`config.mk`:
```
export PLATFORM = sky130hd
export DESIGN_NAME = thermistor_beta_temperature_core
export DESIGN_NICKNAME = d
export VERILOG_FILES = /design/src/rtl/core/thbt_pkg.sv /design/src/rtl/core/thbt_fifo.sv /design/src/rtl/core/thbt_front.sv /design/src/rtl/core/thbt_back.sv /design/src/rtl/core/thermistor_beta_temperature_core.sv
export SDC_FILE = /design/constraint.sdc
export NUM_CORES = 2
export LEC_CHECK = 0
export BUFFER_PORTS_ARGS = -buffer_cell sky130_fd_sc_hd__buf_4
export CORE_MARGIN = 1
export CORE_UTILIZATION = 25
export CTS_CLUSTER_SIZE = 16
export DETAILED_ROUTE_END_ITERATION = 6
export SLEW_MARGIN = 20
export SYNTH_ARGS = -nofsm -noshare
export SYNTH_HDL_FRONTEND = slang
export SYNTH_SLANG_ARGS = --single-unit
```
`constraint.sdc`:
```
create_clock -name clk -period 13.6 [get_ports clk]
set_input_delay 4.08 -clock clk [delete_from_list [all_inputs] [get_ports clk]]
set_output_delay 4.08 -clock clk [all_outputs]
set_load 0.02 [all_outputs]
```
`src/rtl/core/thbt_pkg.sv`:
```
package thbt_pkg;

  // Batch and converter sizing.
  localparam int BATCH_SIZE = 4;
  localparam int ADC_BITS   = 12;
  localparam int SAMPLE_W   = 12;
  localparam int SUM_W      = ADC_BITS + $clog2(BATCH_SIZE + 1);
  localparam int CNT_W      = $clog2(BATCH_SIZE + 1);

  // Register map.
  localparam int CFG_IDX_W  = 3;
  localparam int CFG_DATA_W = 20;
  localparam logic [CFG_IDX_W-1:0] REG_BETA    = 3'd0;
  localparam logic [CFG_IDX_W-1:0] REG_NOMINAL = 3'd1;
  localparam logic [CFG_IDX_W-1:0] REG_DIVIDER = 3'd2;
  localparam logic [CFG_IDX_W-1:0] REG_SUPPLY  = 3'd3;
  localparam logic [CFG_IDX_W-1:0] REG_REF     = 3'd4;

  localparam int BETA_W   = 14;
  localparam int OHMS_W   = 20;
  localparam int SUPPLY_W = 14;
  localparam int REF_W    = 13;

  // Datapath widths: divider voltage product and its complement.
  localparam int NUM_W = ADC_BITS + REF_W;
  localparam int DEN_W = ADC_BITS + SUPPLY_W + 1;

  // Output format.
  localparam int TEMP_W = 17;
  localparam int ZERO_K_CENTI = 27315;
  localparam int TEMP_MAX     = 60000;

  // Fixed point constants.
  localparam logic [31:0] LN2_Q32 = 32'd2977044472;
  localparam logic [63:0] INV_T0_Q40 =
    ((64'd1 << 40) * 64'd100 + 64'd14907) / 64'd29815;
  localparam logic [47:0] CENTI_ONE_Q40 = 48'd100 << 40;

  // Divider and queue sizing.
  localparam int DIV_W     = 48;
  localparam int DIV_CNT_W = $clog2(DIV_W);
  localparam int FIFO_DEPTH = 2;
  localparam int FIFO_PTR_W = $clog2(FIFO_DEPTH);

  typedef struct packed {
    logic [BETA_W-1:0]   beta;
    logic [OHMS_W-1:0]   nominal;
    logic [OHMS_W-1:0]   divider;
    logic [SUPPLY_W-1:0] supply;
    logic [REF_W-1:0]    vref;
  } cfg_t;

  // One batch average moving through the queue.
  typedef struct packed {
    logic                valid;
    logic [ADC_BITS-1:0] avg;
  } avg_word_t;

endpackage

```
`src/rtl/core/thbt_fifo.sv`:
```
module thbt_fifo
  import thbt_pkg::*;
(
  input  logic      clk,
  input  logic      rst_n,
  input  avg_word_t push,
  output logic      full,
  input  logic      pop,
  output avg_word_t head
);

  logic [ADC_BITS-1:0]   mem_r [FIFO_DEPTH];
  logic [FIFO_PTR_W-1:0] wr_ptr_r, rd_ptr_r;
  logic [FIFO_PTR_W:0]   count_r;
  logic                  do_push, do_pop;

  assign full     = (count_r == (FIFO_PTR_W + 1)'(FIFO_DEPTH));
  assign do_push  = push.valid && !full;
  assign do_pop   = pop && (count_r != '0);
  assign head.valid = (count_r != '0);
  assign head.avg   = mem_r[rd_ptr_r];

  // Storage and pointers.
  always_ff @(posedge clk) begin
    if (do_push) begin
      mem_r[wr_ptr_r] <= push.avg;
    end
    if (!rst_n) begin
      wr_ptr_r <= '0;
      rd_ptr_r <= '0;
      count_r  <= '0;
    end else begin
      if (do_push) begin
        wr_ptr_r <= wr_ptr_r + 1'b1;
      end
      if (do_pop) begin
        rd_ptr_r <= rd_ptr_r + 1'b1;
      end
      count_r <= count_r + (FIFO_PTR_W + 1)'(do_push) - (FIFO_PTR_W + 1)'(do_pop);
    end
  end

endmodule

```
`src/rtl/core/thbt_front.sv`:
```
module thbt_front
  import thbt_pkg::*;
(
  input  logic                clk,
  input  logic                rst_n,
  input  logic                in_valid,
  output logic                in_ready,
  input  logic [SAMPLE_W-1:0] in_sample,
  input  logic                in_abort,
  input  logic                queue_full,
  output avg_word_t           push
);

  logic [SUM_W-1:0] sum_r, sum_nxt;
  logic [CNT_W-1:0] cnt_r, cnt_nxt;
  logic [SUM_W-1:0] sum_add;
  logic             accept;

  assign in_ready = !queue_full;
  assign accept   = in_valid && in_ready;
  assign sum_add  = sum_r + SUM_W'(in_sample[ADC_BITS-1:0]);

  // Batch accumulation; a full batch pushes its truncated average, an abort clears it.
  always_comb begin
    sum_nxt    = sum_r;
    cnt_nxt    = cnt_r;
    push.valid = 1'b0;
    push.avg   = ADC_BITS'(sum_add / BATCH_SIZE);
    if (accept) begin
      if (in_abort) begin
        sum_nxt = '0;
        cnt_nxt = '0;
      end else if (cnt_r == CNT_W'(BATCH_SIZE - 1)) begin
        sum_nxt    = '0;
        cnt_nxt    = '0;
        push.valid = 1'b1;
      end else begin
        sum_nxt = sum_add;
        cnt_nxt = cnt_r + 1'b1;
      end
    end
  end

  always_ff @(posedge clk) begin
    if (!rst_n) begin
      sum_r <= '0;
      cnt_r <= '0;
    end else begin
      sum_r <= sum_nxt;
      cnt_r <= cnt_nxt;
    end
  end

endmodule

```
`src/rtl/core/thbt_back.sv`:
```
module thbt_back
  import thbt_pkg::*;
(
  input  logic                     clk,
  input  logic                     rst_n,
  input  cfg_t                     cfg,
  input  avg_word_t                head,
  output logic                     pop,
  output logic                     out_valid,
  input  logic                     out_ready,
  output logic signed [TEMP_W-1:0] out_temp_centi,
  output logic                     out_fault
);

  typedef enum logic [3:0] {
    ST_IDLE, ST_SETUP, ST_NORM, ST_SQR, ST_LN, ST_DIV1, ST_INV, ST_DIV2, ST_FIN, ST_DONE
  } state_t;

  state_t                     state_r, state_nxt;
  logic [ADC_BITS-1:0]        avg_r, avg_nxt;
  logic [NUM_W-1:0]           num_r, num_nxt;
  logic [DEN_W-2:0]           den_r, den_nxt;
  logic [1:0]                 op_r, op_nxt;
  logic [31:0]                m_r, m_nxt;
  logic [4:0]                 k_r, k_nxt;
  logic [23:0]                frac_r, frac_nxt;
  logic [DIV_CNT_W-1:0]       cnt_r, cnt_nxt;
  logic signed [31:0]         l2_r, l2_nxt;
  logic                       neg_r, neg_nxt;
  logic [DIV_W-1:0]           quo_r, quo_nxt;
  logic [DIV_W:0]             rem_r, rem_nxt;
  logic [DIV_W-1:0]           dsr_r, dsr_nxt;
  logic signed [TEMP_W-1:0]   res_temp_r, res_temp_nxt;
  logic                       res_fault_r, res_fault_nxt;
  logic signed [TEMP_W-1:0]   out_temp_r, out_temp_nxt;
  logic                       out_fault_r, out_fault_nxt;
  logic                       out_valid_r, out_valid_nxt;

  logic [NUM_W-1:0]           num_prod;
  logic signed [DEN_W-1:0]    den_s;
  logic                       bad;
  logic [63:0]                sq_prod;
  logic [32:0]                sq;
  logic [31:0]                m_step;
  logic [23:0]                frac_step;
  logic signed [31:0]         log_val;
  logic [30:0]                l2_mag;
  logic [62:0]                ln_prod;
  logic [DIV_W:0]             rem_sh;
  logic                       rem_ge;
  logic signed [DIV_W+1:0]    term_s, inv_s;
  logic                       q_adj;
  logic signed [TEMP_W:0]     q_s;

  // Operand of each logarithm: divider, num, nominal, den.
  function automatic logic [31:0] operand(input logic [1:0] idx, input cfg_t c,
                                          input logic [NUM_W-1:0] n,
                                          input logic [DEN_W-2:0] d);
    logic [31:0] v;
    case (idx)
      2'd0:    v = 32'(c.divider);
      2'd1:    v = 32'(n);
      2'd2:    v = 32'(c.nominal);
      default: v = 32'(d);
    endcase
    return v;
  endfunction

  assign pop            = (state_r == ST_IDLE) && head.valid;
  assign out_valid      = out_valid_r;
  assign out_temp_centi = out_temp_r;
  assign out_fault      = out_fault_r;

  // Datapath pieces shared by the sequencer.
  always_comb begin
    num_prod  = NUM_W'(avg_r) * NUM_W'(cfg.vref);
    den_s     = $signed({1'b0, cfg.supply, {ADC_BITS{1'b0}}}) - $signed({2'b0, num_prod});
    bad       = (num_prod == '0) || (den_s <= 0) || (cfg.beta == '0) ||
                (cfg.nominal == '0) || (cfg.divider == '0);
    sq_prod   = 64'(m_r) * 64'(m_r);
    sq        = sq_prod[63:31];
    m_step    = sq[32] ? sq[32:1] : sq[31:0];
    frac_step = {frac_r[22:0], sq[32]};
    log_val   = $signed({3'b0, k_r, frac_step});
    l2_mag    = l2_r[31] ? 31'(-l2_r) : l2_r[30:0];
    ln_prod   = 63'(l2_mag) * 63'(LN2_Q32);
    rem_sh    = {rem_r[DIV_W-1:0], quo_r[DIV_W-1]};
    rem_ge    = (rem_sh >= {1'b0, dsr_r});
    term_s    = $signed({2'b0, quo_r});
    inv_s     = $signed((DIV_W + 2)'(INV_T0_Q40)) + (neg_r ? -term_s : term_s);
    q_adj     = (quo_r < DIV_W'(ZERO_K_CENTI)) && (rem_r != '0);
    q_s       = $signed({1'b0, quo_r[TEMP_W-1:0]}) - (TEMP_W + 1)'(ZERO_K_CENTI)
                + (TEMP_W + 1)'(q_adj);
  end

  // Sequencer: setup, four logarithms, ln scaling, two divisions, finish.
  always_comb begin
    state_nxt     = state_r;
    avg_nxt       = avg_r;
    num_nxt       = num_r;
    den_nxt       = den_r;
    op_nxt        = op_r;
    m_nxt         = m_r;
    k_nxt         = k_r;
    frac_nxt      = frac_r;
    cnt_nxt       = cnt_r;
    l2_nxt        = l2_r;
    neg_nxt       = neg_r;
    quo_nxt       = quo_r;
    rem_nxt       = rem_r;
    dsr_nxt       = dsr_r;
    res_temp_nxt  = res_temp_r;
    res_fault_nxt = res_fault_r;
    out_temp_nxt  = out_temp_r;
    out_fault_nxt = out_fault_r;
    out_valid_nxt = out_valid_r && !out_ready;
    unique case (state_r)
      ST_IDLE: begin
        if (head.valid) begin
          avg_nxt   = head.avg;
          state_nxt = ST_SETUP;
        end
      end
      ST_SETUP: begin
        num_nxt = num_prod;
        den_nxt = den_s[DEN_W-2:0];
        if (bad) begin
          res_temp_nxt  = -TEMP_W'(ZERO_K_CENTI);
          res_fault_nxt = 1'b1;
          state_nxt     = ST_DONE;
        end else begin
          op_nxt    = 2'd0;
          l2_nxt    = '0;
          m_nxt     = 32'(cfg.divider);
          k_nxt     = 5'd31;
          state_nxt = ST_NORM;
        end
      end
      ST_NORM: begin
        if (m_r[31]) begin
          cnt_nxt   = '0;
          frac_nxt  = '0;
          state_nxt = ST_SQR;
        end else begin
          m_nxt = {m_r[30:0], 1'b0};
          k_nxt = k_r - 1'b1;
        end
      end
      ST_SQR: begin
        m_nxt    = m_step;
        frac_nxt = frac_step;
        cnt_nxt  = cnt_r + 1'b1;
        if (cnt_r == DIV_CNT_W'(23)) begin
          l2_nxt = op_r[1] ? l2_r - log_val : l2_r + log_val;
          if (op_r == 2'd3) begin
            state_nxt = ST_LN;
          end else begin
            op_nxt    = op_r + 1'b1;
            m_nxt     = operand(op_r + 1'b1, cfg, num_r, den_r);
            k_nxt     = 5'd31;
            state_nxt = ST_NORM;
          end
        end
      end
      ST_LN: begin
        neg_nxt   = l2_r[31];
        quo_nxt   = {1'b0, ln_prod[62:32], 16'b0};
        rem_nxt   = '0;
        dsr_nxt   = DIV_W'(cfg.beta);
        cnt_nxt   = '0;
        state_nxt = ST_DIV1;
      end
      ST_DIV1, ST_DIV2: begin
        rem_nxt = rem_ge ? rem_sh - {1'b0, dsr_r} : rem_sh;
        quo_nxt = {quo_r[DIV_W-2:0], rem_ge};
        cnt_nxt = cnt_r + 1'b1;
        if (cnt_r == DIV_CNT_W'(DIV_W - 1)) begin
          state_nxt = (state_r == ST_DIV1) ? ST_INV : ST_FIN;
        end
      end
      ST_INV: begin
        if (inv_s <= 0) begin
          res_temp_nxt  = TEMP_W'(TEMP_MAX);
          res_fault_nxt = 1'b0;
          state_nxt     = ST_DONE;
        end else begin
          quo_nxt   = CENTI_ONE_Q40;
          rem_nxt   = '0;
          dsr_nxt   = inv_s[DIV_W-1:0];
          cnt_nxt   = '0;
          state_nxt = ST_DIV2;
        end
      end
      ST_FIN: begin
        res_fault_nxt = 1'b0;
        if (quo_r > DIV_W'(TEMP_MAX + ZERO_K_CENTI)) begin
          res_temp_nxt = TEMP_W'(TEMP_MAX);
        end else begin
          res_temp_nxt = q_s[TEMP_W-1:0];
        end
        state_nxt = ST_DONE;
      end
      ST_DONE: begin
        if (!out_valid_r || out_ready) begin
          out_temp_nxt  = res_temp_r;
          out_fault_nxt = res_fault_r;
          out_valid_nxt = 1'b1;
          state_nxt     = ST_IDLE;
        end
      end
      default: state_nxt = ST_IDLE;
    endcase
  end

  always_ff @(posedge clk) begin
    if (!rst_n) begin
      state_r     <= ST_IDLE;
      out_valid_r <= 1'b0;
    end else begin
      state_r     <= state_nxt;
      out_valid_r <= out_valid_nxt;
    end
    avg_r       <= avg_nxt;
    num_r       <= num_nxt;
    den_r       <= den_nxt;
    op_r        <= op_nxt;
    m_r         <= m_nxt;
    k_r         <= k_nxt;
    frac_r      <= frac_nxt;
    cnt_r       <= cnt_nxt;
    l2_r        <= l2_nxt;
    neg_r       <= neg_nxt;
    quo_r       <= quo_nxt;
    rem_r       <= rem_nxt;
    dsr_r       <= dsr_nxt;
    res_temp_r  <= res_temp_nxt;
    res_fault_r <= res_fault_nxt;
    out_temp_r  <= out_temp_nxt;
    out_fault_r <= out_fault_nxt;
  end

endmodule

```
`src/rtl/core/thermistor_beta_temperature_core.sv`:
```
// NTC thermistor temperature from batches of ADC samples.
// Input channel: in_valid/in_ready carry one word, a 12-bit sample and an
// abort flag. Every fourth sample closes a batch; abort drops the partial
// batch and yields no result. A word is taken whenever the
// two-entry average queue has room.
// Output channel: out_valid/out_ready carry one word per batch, the
// temperature in hundredths of a degree Celsius and a fault flag.
// Four logarithms by normalize-and-square and two 48-step bit-serial
// divisions lie between the closing sample and the result. A fault word
// goes from setup straight to the output and skips all of that.
// The sequencer works on one batch average at a time and takes the next
// from the queue only after the current result has moved to the output register.
// Configuration: cfg_we writes cfg_wdata into register cfg_index; write only
// while the block is idle. Indexes above four are ignored.
// Reset (rst_n low, synchronous) restores the default registers and clears
// the batch, the queue and the output. When the receiver stalls, the result
// holds in the output register; the next result waits in the sequencer and
// later averages wait in the queue, after which in_ready drops.
module thermistor_beta_temperature_core
  import thbt_pkg::*;
(
  input  logic                     clk,
  input  logic                     rst_n,
  input  logic                     in_valid,
  output logic                     in_ready,
  input  logic [SAMPLE_W-1:0]      in_sample,
  input  logic                     in_abort,
  output logic                     out_valid,
  input  logic                     out_ready,
  output logic signed [TEMP_W-1:0] out_temp_centi,
  output logic                     out_fault,
  input  logic                     cfg_we,
  input  logic [CFG_IDX_W-1:0]     cfg_index,
  input  logic [CFG_DATA_W-1:0]    cfg_wdata
);

  cfg_t      cfg_r;
  avg_word_t push, head;
  logic      queue_full, pop;

  // Configuration registers.
  always_ff @(posedge clk) begin
    if (!rst_n) begin
      cfg_r.beta    <= BETA_W'(3988);
      cfg_r.nominal <= OHMS_W'(8600);
      cfg_r.divider <= OHMS_W'(10000);
      cfg_r.supply  <= SUPPLY_W'(5000);
      cfg_r.vref    <= REF_W'(3300);
    end else if (cfg_we) begin
      unique case (cfg_index)
        REG_BETA:    cfg_r.beta    <= cfg_wdata[BETA_W-1:0];
        REG_NOMINAL: cfg_r.nominal <= cfg_wdata[OHMS_W-1:0];
        REG_DIVIDER: cfg_r.divider <= cfg_wdata[OHMS_W-1:0];
        REG_SUPPLY:  cfg_r.supply  <= cfg_wdata[SUPPLY_W-1:0];
        REG_REF:     cfg_r.vref    <= cfg_wdata[REF_W-1:0];
        default: ;
      endcase
    end
  end

  thbt_front u_front (
    .clk        (clk),
    .rst_n      (rst_n),
    .in_valid   (in_valid),
    .in_ready   (in_ready),
    .in_sample  (in_sample),
    .in_abort   (in_abort),
    .queue_full (queue_full),
    .push       (push)
  );

  thbt_fifo u_fifo (
    .clk   (clk),
    .rst_n (rst_n),
    .push  (push),
    .full  (queue_full),
    .pop   (pop),
    .head  (head)
  );

  thbt_back u_back (
    .clk            (clk),
    .rst_n          (rst_n),
    .cfg            (cfg_r),
    .head           (head),
    .pop            (pop),
    .out_valid      (out_valid),
    .out_ready      (out_ready),
    .out_temp_centi (out_temp_centi),
    .out_fault      (out_fault)
  );

endmodule

```
==> flow_results.xml <==
<?xml version="1.0" encoding="UTF-8"?>
<metrics>
  <group name="run_status">
    <metric name="outcome" unit="">finished, final reports clean</metric>
  </group>
  <group name="worst_setup_path">
    <metric name="timing.critical_path.mode_cell" unit="">sky130_fd_sc_hd__fa_1</metric>
    <metric name="worst-path-buf-inv" unit="">7</metric>
    <metric name="r2r_end" unit="">u_back.l2_r[30]</metric>
    <metric name="ff2ff_path_depth" unit="">44</metric>
    <metric name="timing_worst_setup_path_type" unit="">reg -&gt; reg</metric>
    <metric name="worst_setup_path_startpoint" unit="">u_back.m_r[14]</metric>
    <metric name="timing.critical_path.to" unit="">u_back.l2_r[30]</metric>
    <metric name="setup_slack_on_the_worst_flop_to_flop_path" unit="ns">0.70</metric>
    <metric name="setup.worst_path.end_class" unit="">flip-flop</metric>
    <metric name="setup.worst_path.start_class" unit="">flip-flop</metric>
    <metric name="cp.required" unit="ns">14.00</metric>
    <metric name="cp.arrival" unit="ns">13.30</metric>
    <metric name="critical_path.max_stage_delay" unit="ns">1.12</metric>
    <metric name="critPathTopFamily" unit="">adder cells</metric>
    <metric name="crit_cells" unit="">44</metric>
    <metric name="critical_path.max_fanout" unit="">18</metric>
    <metric name="critPathSlowestCell" unit="">sky130_fd_sc_hd__edfxtp_1</metric>
    <metric name="regToRegStartpoint" unit="">u_back.m_r[14]</metric>
  </group>
  <group name="finish">
    <metric name="syn2layout_area_growth" unit="%">9.669</metric>
    <metric name="leading_cell_type_in_the_layout_fill_and_taps_excluded" unit="">sky130_fd_sc_hd__inv_1</metric>
    <metric name="filler_cell_count" unit="">32473</metric>
    <metric name="area.sequential" unit="µm²">13190</metric>
    <metric name="layout-drive-gt1-share" unit="">0.04779</metric>
    <metric name="num_antenna_cells" unit="">0</metric>
    <metric name="mostFrequentLayoutCells" unit="">1822 x sky130_fd_sc_hd__inv_1, 1275 x sky130_fd_sc_hd__fa_1, 842 x sky130_fd_sc_hd__nand2_1</metric>
    <metric name="multi_input_area" unit="µm²">56400</metric>
    <metric name="final-instance-count-excl-fill" unit="">12302</metric>
    <metric name="final_core_utilization" unit="">0.2766</metric>
    <metric name="finalNetCount" unit="">10266</metric>
  </group>
  <group name="grt">
    <metric name="grt_pass1_wl" unit="µm">336900</metric>
    <metric name="aggregate_global_route_resource_usage" unit="">0.1371</metric>
    <metric name="antenna_found_initial" unit="">4</metric>
    <metric name="grt_remaining_overflow" unit="">0</metric>
    <metric name="grt_max_degree" unit="">63</metric>
    <metric name="grt_pass1_vias" unit="">57787</metric>
  </group>
  <group name="routing">
    <metric name="drt_iter0_markers" unit="">4106</metric>
    <metric name="wirelength" unit="µm">211700</metric>
    <metric name="route.detailed.wl_per_inst" unit="µm">17.20</metric>
    <metric name="top_layer_used" unit="">met5</metric>
    <metric name="route.detailed.vias_per_inst" unit="">4.521</metric>
    <metric name="drt_drc_violations_left" unit="">0</metric>
    <metric name="detailroute.via_count" unit="">55616</metric>
    <metric name="met1_length" unit="µm">93590</metric>
    <metric name="first_pass_iters" unit="">6</metric>
    <metric name="routed_wl_met3" unit="µm">12140</metric>
    <metric name="postRouteAntennaNets" unit="">0</metric>
    <metric name="met2RoutedLength" unit="µm">99930</metric>
  </group>
  <group name="die">
    <metric name="io-pin-count" unit="">61</metric>
    <metric name="start_util" unit="">0.2522</metric>
    <metric name="die_x" unit="µm">558.5</metric>
    <metric name="core" unit="µm²">307100</metric>
    <metric name="die_area" unit="µm²">312000</metric>
    <metric name="chipHeight" unit="µm">558.5</metric>
    <metric name="rows" unit="">203</metric>
  </group>
  <group name="clocking">
    <metric name="clk_path_buf_depth" unit="">3</metric>
    <metric name="clock_latency_of_the_later_clocked_register_in_the_worst_skew_pair" unit="ns">0.74</metric>
    <metric name="cts_max_level" unit="">2</metric>
    <metric name="postCtsSetupBuffers" unit="">0</metric>
    <metric name="cts_clock_pin_slew_for_the_worst_setup_and_hold_paths" unit="ns">0.09</metric>
    <metric name="clock_net_sink_count" unit="">475</metric>
    <metric name="cts-root-buf" unit="">sky130_fd_sc_hd__clkbuf_16</metric>
    <metric name="tritoncts" unit="">built</metric>
    <metric name="cts-buffers-inserted" unit="">57</metric>
  </group>
  <group name="logic_synthesis">
    <metric name="async_flop_share" unit="">0</metric>
    <metric name="yosysSeqAreaShare" unit="">0.1704</metric>
    <metric name="synthTopCellsByArea" unit="">sky130_fd_sc_hd__fa_1 33%, sky130_fd_sc_hd__edfxtp_1 14%, sky130_fd_sc_hd__ha_1 13%</metric>
    <metric name="post-synth-top-area-cell" unit="">sky130_fd_sc_hd__fa_1</metric>
    <metric name="syn-mean-instance-area" unit="µm²">9.434</metric>
    <metric name="synth_seq_cells" unit="">475</metric>
    <metric name="synth_nets" unit="">10320</metric>
    <metric name="ys.flop_type" unit="">sky130_fd_sc_hd__edfxtp_1</metric>
    <metric name="number_of_enable_type_register_cells_in_the_synthesized_netlist" unit="">368</metric>
    <metric name="synthesized_instance_count" unit="">8208</metric>
    <metric name="yosys.area.top_type_share" unit="">0.3296</metric>
    <metric name="synth_area" unit="µm²">77440</metric>
    <metric name="synth.distinct_cells" unit="">111</metric>
    <metric name="synth-warning-count" unit="">0</metric>
  </group>
  <group name="timing">
    <metric name="final_max_slew_viol_count" unit="">0</metric>
    <metric name="maxSlewHeadroom" unit="">0.2234</metric>
    <metric name="grt_setup_unrepaired" unit="">false</metric>
    <metric name="count_of_endpoints_failing_setup_in_the_final_report" unit="">0</metric>
    <metric name="clock_skew" unit="ns">0.1155</metric>
    <metric name="worst_slew_pin_slew" unit="ns">1.157</metric>
    <metric name="achievable_clock_frequency" unit="MHz">77.50</metric>
    <metric name="post_route_minimum_period" unit="ns">12.90</metric>
    <metric name="final-hold-violation-count" unit="">0</metric>
    <metric name="totalNegativeSetupSlack" unit="ns">0</metric>
    <metric name="final_min_period_over_clock_period" unit="">0.9487</metric>
    <metric name="finalHoldWorstSlack" unit="ns">0.4173</metric>
  </group>
  <group name="place">
    <metric name="numPlacedInstances" unit="">12192</metric>
    <metric name="dpl.hpwl" unit="µm">172400</metric>
    <metric name="io_buf_count" unit="">60</metric>
    <metric name="final_replace_weighted_congestion" unit="">0.9317</metric>
  </group>
  <group name="min_path">
    <metric name="min-delay-path-class" unit="">reg -&gt; reg</metric>
  </group>
  <group name="job">
    <metric name="timing.max_cap.violations" unit="">0</metric>
  </group>
</metrics>
-- how the worst min path moves through the flow --
stage	from	end	slack (ns)	cells after the start
after CTS	u_back.res_temp_r[5]	u_back.out_temp_centi[5]	0.42	0
after floorplan	u_back.res_fault_r	u_back.out_fault	0.40	0
after detailed placement	u_back.res_temp_r[2]	u_back.out_temp_centi[2]	0.41	0
after global routing	u_back.res_temp_r[7]	u_back.out_temp_centi[7]	0.42	0
final	u_back.res_temp_r[5]	u_back.out_temp_centi[5]	0.42	0
after global placement	u_back.res_fault_r	u_back.out_fault	0.41	0
-- metal layers --
| layer | up-vias | GRT usage |
|---|---|---|
| li1 | 26118 | - |
| met1 | 27815 | 0.1843 |
| met2 | 1419 | 0.2301 |
| met3 | 262 | 0.01969 |
| met4 | 2 | 0.03414 |
| met5 | - | 0 |
-- registers in the layout, indices dropped and copies added (netlist names), 12 cells and up --
name / cells
u_back.l2_r: 32
u_back.rem_r: 49
u_fifo.mem_r: 24
u_back.frac_r: 23
cfg_r: 81
u_back.m_r: 32
u_front.sum_r: 14
u_back.avg_r: 12
u_back.dsr_r: 48
u_back.quo_r: 48
u_back.res_temp_r: 17
u_back.den_r: 26
u_back.out_temp_centi: 17
u_back.num_r: 24
-- worst reg2reg max path: cells and delay by family (launching register included) --
kind / cells / cell delay [ns]
adder cells (fa/ha/maj): 10 / 4.65
XOR/XNOR: 3 / 0.58
flip-flops: 1 / 1.12
buffers and inverters: 7 / 0.87
AO/OA/AOI/OAI: 15 / 4.08
AND/OR/NAND/NOR: 9 / 1.28
-- what timing repair did --
action,4_1_cts,5_1_grt
endpoints found under the setup margin,0,2
hold buffers,0,0
gates resized for setup,0,3
-- cells by family after synthesis --
logic type,after synthesis,share of synthesized area
AOI/OAI and AO/OA,1109,0.09585
xor gates and xnor gates,364,0.04127
adders and majority gates,2071,0.4582
buffers and inverters,2119,0.1033
DFF,475,0.1704
muxes,25,0.003474
and+or+nand+nor,2045,0.1275
-- through the flow --
stage / worst slack, ns / cell area (µm²)
2_1_floorplan: 1.983 / 77440
3_3_place_gp: 0.5939 / 82870
3_5_place_dp: 0.5228 / 82880
4_1_cts: 0.4429 / 84850
5_1_grt: 0.01130 / 84920
6_report: 0.6972 / 84920
-- synth_stat cells (48+ instances only) --
cell,instances
sky130_fd_sc_hd__a21o_1,106
sky130_fd_sc_hd__a21oi_1,309
sky130_fd_sc_hd__and2_1,290
sky130_fd_sc_hd__and3_1,48
sky130_fd_sc_hd__clkbuf_1,268
sky130_fd_sc_hd__dfxtp_1,107
sky130_fd_sc_hd__edfxtp_1,368
sky130_fd_sc_hd__fa_1,1275
sky130_fd_sc_hd__ha_1,796
sky130_fd_sc_hd__inv_1,1823
sky130_fd_sc_hd__nand2_1,843
sky130_fd_sc_hd__nand3_1,101
sky130_fd_sc_hd__nor2_1,326
sky130_fd_sc_hd__nor3_1,97
sky130_fd_sc_hd__nor4_1,49
sky130_fd_sc_hd__o21ai_0,218
sky130_fd_sc_hd__xnor2_1,228
sky130_fd_sc_hd__xor2_1,135
-- layout make-up --
| cell class | instances | share of cell area |
|---|---|---|
| multi-input combinational | 5614 | 0.6641 |
| clock buffer | 69 | 0.01815 |
| inverter | 1828 | 0.08081 |
| clock inverter | 38 | 0.004980 |
| tap | 4100 | 0.06041 |
| timing repair buffer | 178 | 0.01615 |
| sequential | 475 | 0.1554 |
Power is not shown: default switching activity piles up to over one toggle a cycle in this logic, so the estimate is an artifact.
